## src/q_learning_grid_step_top_assert.svh

```systemverilog
// Assertion macros for the grid Q-learning step block
`ifndef Q_LEARNING_GRID_STEP_TOP_ASSERT_SVH
`define Q_LEARNING_GRID_STEP_TOP_ASSERT_SVH
// Implication checked on every clock edge outside reset
`define QL_ASSERT_IMP(label, ante, cons) \
    label: assert property (@(posedge clk) disable iff (!rst_n) (ante) |-> (cons)) \
        else $error("assertion failed");
// Next-cycle implication checked outside reset
`define QL_ASSERT_NXT(label, ante, cons) \
    label: assert property (@(posedge clk) disable iff (!rst_n) (ante) |=> (cons)) \
        else $error("assertion failed");
`endif

```

## src/qlg_mac.sv

```systemverilog
// Shared multiply-accumulate unit: acc + floor(v * f / 2^16), one product per call
`timescale 1ns / 1ps
module qlg_mac #(
    parameter int VW = 50
) (
    input  logic                 clk,
    input  logic                 start,
    input  logic signed [VW-1:0] v,
    input  logic [15:0]          f,
    input  logic signed [VW-1:0] acc,
    output logic signed [VW-1:0] res
);
    // Split v into a high part and a 16-bit fraction so the product stays exact
    logic signed [VW-17:0] hi;
    logic [15:0]           lo;
    logic signed [VW-1:0]  prod_hi_reg;
    logic [15:0]           prod_lo_reg;
    logic signed [VW-1:0]  acc_reg;
    logic [31:0]           lo_full;

    assign hi      = v[VW-1:16];
    assign lo      = v[15:0];
    assign lo_full = {16'd0, lo} * {16'd0, f};

    // Register the partial products, then add
    always_ff @(posedge clk)
    begin
        if (start)
        begin
            prod_hi_reg <= VW'(hi * $signed({1'b0, f}));
            prod_lo_reg <= lo_full[31:16];
            acc_reg     <= acc;
        end
    end

    assign res = acc_reg + prod_hi_reg + $signed({{(VW-16){1'b0}}, prod_lo_reg});
endmodule

```

## config.mk

```make
export PLATFORM = sky130hd
export DESIGN_NAME = qlg_mac
export DESIGN_NICKNAME = d
export VERILOG_FILES = /design/src/q_learning_grid_step_top_assert.svh /design/src/qlg_mac.sv
export SDC_FILE = /design/constraint.sdc
export NUM_CORES = 2
export LEC_CHECK = 0
export BUFFER_PORTS_ARGS = -buffer_cell sky130_fd_sc_hd__buf_2
export CAP_MARGIN = 5
export CORE_ASPECT_RATIO = 1.4
export CORE_UTILIZATION = 40
export CTS_CLUSTER_SIZE = 24
export DETAILED_ROUTE_END_ITERATION = 10
export PLACE_DENSITY_LB_ADDON = 0.05
export SYNTH_ARGS = -nofsm -noshare
export SYNTH_HDL_FRONTEND = slang
export SYNTH_SLANG_ARGS = --single-unit
```

## constraint.sdc

```tcl
create_clock -name clk -period 12.32 [get_ports clk]
set_clock_uncertainty 0.2 [all_clocks]
set_input_delay 3.696 -clock clk [delete_from_list [all_inputs] [get_ports clk]]
set_output_delay 3.696 -clock clk [all_outputs]
set_load 0.01 [all_outputs]
```

==> flow_metrics.env <==
export IMPL_status="complete, but fails checks"
export IMPL_violations="DRC"
export IMPL_finalCriticalPeriod_ns=10.84
export IMPL_wl_per_cell_um=19.6
export IMPL_startpoint_type="primary input"
export IMPL_maxSlewViolCount=0
export IMPL_core_area_um2=83000
export IMPL_synth_cell_types=77
export IMPL_fillCellCount=8191
export IMPL_drt_iter0_markers=1011
export IMPL_clk_pin_slew_ns=0.06
export IMPL_die_area_um2=85100
export IMPL_synth_top_cell_area_share=0.430
export IMPL_hold_viol=0
export IMPL_fmax_ghz=0.0923
export IMPL_cp_required_ns=12.37
export IMPL_cts_hold_buf=0
export IMPL_drt_total_wl_mm=93.4
export IMPL_cts_path_max_buffers=2
export IMPL_startpoint="f[2]"
export IMPL_worstSetupPathType="primary input to flip-flop"
export IMPL_multi_input_area_um2=26300
export IMPL_max_cap_violations=0
export IMPL_cts_sinks=116
export IMPL_cts_tree="yes"
export IMPL_seq_area_frac_synth=0.104
export IMPL_min_delay_start="acc[34]"
export IMPL_numCtsBuffers=17
export IMPL_postSynthCellCount=3606
export IMPL_period_share=0.880
export IMPL_drtAntennaViolNets=0
export IMPL_grt_pass1_vias=28200
export IMPL_antenna_found_initial=10
export IMPL_ioPinCount=168
export IMPL_io_buffers=167
export IMPL_firstDrtPassIters=8
export IMPL_setup_tns_ns=0
export IMPL_die_w_um=247
export IMPL_post_cts_buffers=0
export IMPL_relSlewSlack=0.0912
export IMPL_hpwl_mm=75.5
export IMPL_synth_top_cell_by_area="fa_1"
export IMPL_register_area_um2=3480
export IMPL_num_vias=24200
export IMPL_async_reset_ff_frac=0
export IMPL_tightestPinTransition_ns=1.36
export IMPL_start_util=0.404
export IMPL_root_buffer="clkbuf_16"
export IMPL_synth_area_um2=33600
export IMPL_cp_end_kind="flip-flop"
export IMPL_hold_class="primary input to flip-flop"
export IMPL_setup_violations=0
export IMPL_gp_congestion=0.859
export IMPL_synth_warnings=0
export IMPL_min_to="acc_reg[34]"
export IMPL_grt_usage=0.234
export IMPL_grt_overflow=0
export IMPL_rsz0062_at_grt="no"
export IMPL_nets=4804
export IMPL_synth_edff_count=116
export IMPL_route_detailed_drc=53
export IMPL_synth_fp_nets=4746
export IMPL_cp_arrival_ns=10.89
export IMPL_synth_seq_cells=116
export IMPL_grt_pass1_wl_mm=151
export IMPL_layout_drive_gt1_share=0.0666
export IMPL_vias_per_cell=5.09
export IMPL_row_count=125
export IMPL_synthTopCellsByArea="fa_1 43%, ha_1 11%, edfxtp_1 10%"
export IMPL_syn_avg_cell_area_um2=9.31
export IMPL_fp_dieH_um=345
export IMPL_htree_levels=4
export IMPL_cp_max_fo=28
export IMPL_cts_resized=0
export IMPL_area_growth_pct=7.10
export IMPL_grt_start_max_net_pins=69
export IMPL_whs_path_depth=1
export IMPL_ys_flop_type="edfxtp_1"
-- worst max-delay path by stage --
stage                            to  slack, ns  cells past startpoint
CTS                 prod_hi_reg[49]       1.53                     22
detailed placement  prod_hi_reg[49]       0.97                     22
finish              prod_hi_reg[49]       1.48                     22
global route        prod_hi_reg[49]       1.16                     21
global placement    prod_hi_reg[49]       1.04                     22
floorplan           prod_lo_reg[15]       2.30                     24
-- cells in the final DEF, fill, tap and decap left out, drive strengths merged, types with 12 or more instances in the layout --
cell    Yosys  final
o21bai     13     13
inv       868    875
ha        300    300
fa        722    722
and2      325    325
nor3       16     16
buf         2    186
xor2       36     36
nand4      17     17
edfxtp    116    116
nand2b     12     12
a21oi      89     89
nor2b      18     18
o21ai      52     52
nor2       64     64
nand2     532    532
nand3      20     20
a21o       55     55
a211oi     18     18
xnor2      70     70
o21a       18     18
clkbuf    145     17
-- cell families (layout without fill, tap and decap cells) --
kind of cell | after synthesis | after routing | synth area share
buffers and inverters | 1015 | 1086 | 0.114
XOR/XNOR | 106 | 106 | 0.0276
AO/OA/AOI/OAI | 307 | 307 | 0.0629
other | 0 | 3 | 0
adder cells (fa/ha/maj) | 1022 | 1022 | 0.542
multiplexers | 1 | 1 | 0.000298
AND/OR/NAND/NOR | 1039 | 1039 | 0.150
flip-flops | 116 | 116 | 0.104
-- worst max-delay path, cell delays in order --
cell      delay, ns
buf_2          0.64
buf_4          0.44
nand2_1        0.13
fa_1           0.55
fa_1           0.52
fa_1           0.51
inv_1          0.05
fa_1           0.50
fa_1           0.50
inv_1          0.05
fa_1           0.47
inv_1          0.04
ha_1           0.36
nand2_1        0.12
nor3_2         0.43
o211ai_2       0.28
a31oi_2        0.46
o211ai_2       0.22
nand2_2        0.17
a311oi_4       0.14
and4b_1        0.23
or3_1          0.33
-- metrics by stage --
step / cells / area, um^2 / util / setup slack, ns / hold slack [ns]
after floorplan: 3606 / 33600 / - / 2.30 / 3.59
after global placement: 4724 / 35400 / 0.426 / 1.04 / 3.67
after detailed placement: 4724 / 35400 / 0.426 / 0.974 / 3.67
after CTS: 4756 / 36000 / 0.433 / 1.53 / 3.13
after global routing: 4758 / 36000 / 0.433 / 1.16 / 3.15
final: 4759 / 36000 / 0.433 / 1.48 / 3.17
-- synth_stat cells, types with 14 or more instances --
library cell and count:
a211oi_1 14, a21o_1 55, a21oi_1 88, and2_1 325
clkbuf_1 145, edfxtp_1 116, fa_1 722, ha_1 300
inv_1 867, nand2_1 531, nand3_1 19, nand4_1 16
nor2_1 62, nor2b_1 18, nor3_1 15, o21a_1 18
o21ai_0 46, xnor2_1 70, xor2_1 36
-- metal layers --
layer / part of all wire / up-vias / global-route usage
met3: 0.030 / 172 / 0.0258
li1: - / 10900 / -
met2: 0.54 / 468 / 0.446
met5: 0.00025 / - / 0
met4: 0.045 / 4 / 0.106
met1: 0.38 / 12700 / 0.258
-- final cells by class --
class	count	area share
Tap cell	1079	0.0375
Sequential cell	116	0.0968
Multi-Input combinational cell	2475	0.731
Clock buffer	17	0.0118
Antenna cell	3	0.000209
Clock inverter	15	0.00473
Inverter	868	0.0906
Timing Repair Buffer	186	0.0274
Power is not shown: default switching activity piles up to over one toggle a cycle in this logic, so the estimate is an artifact.
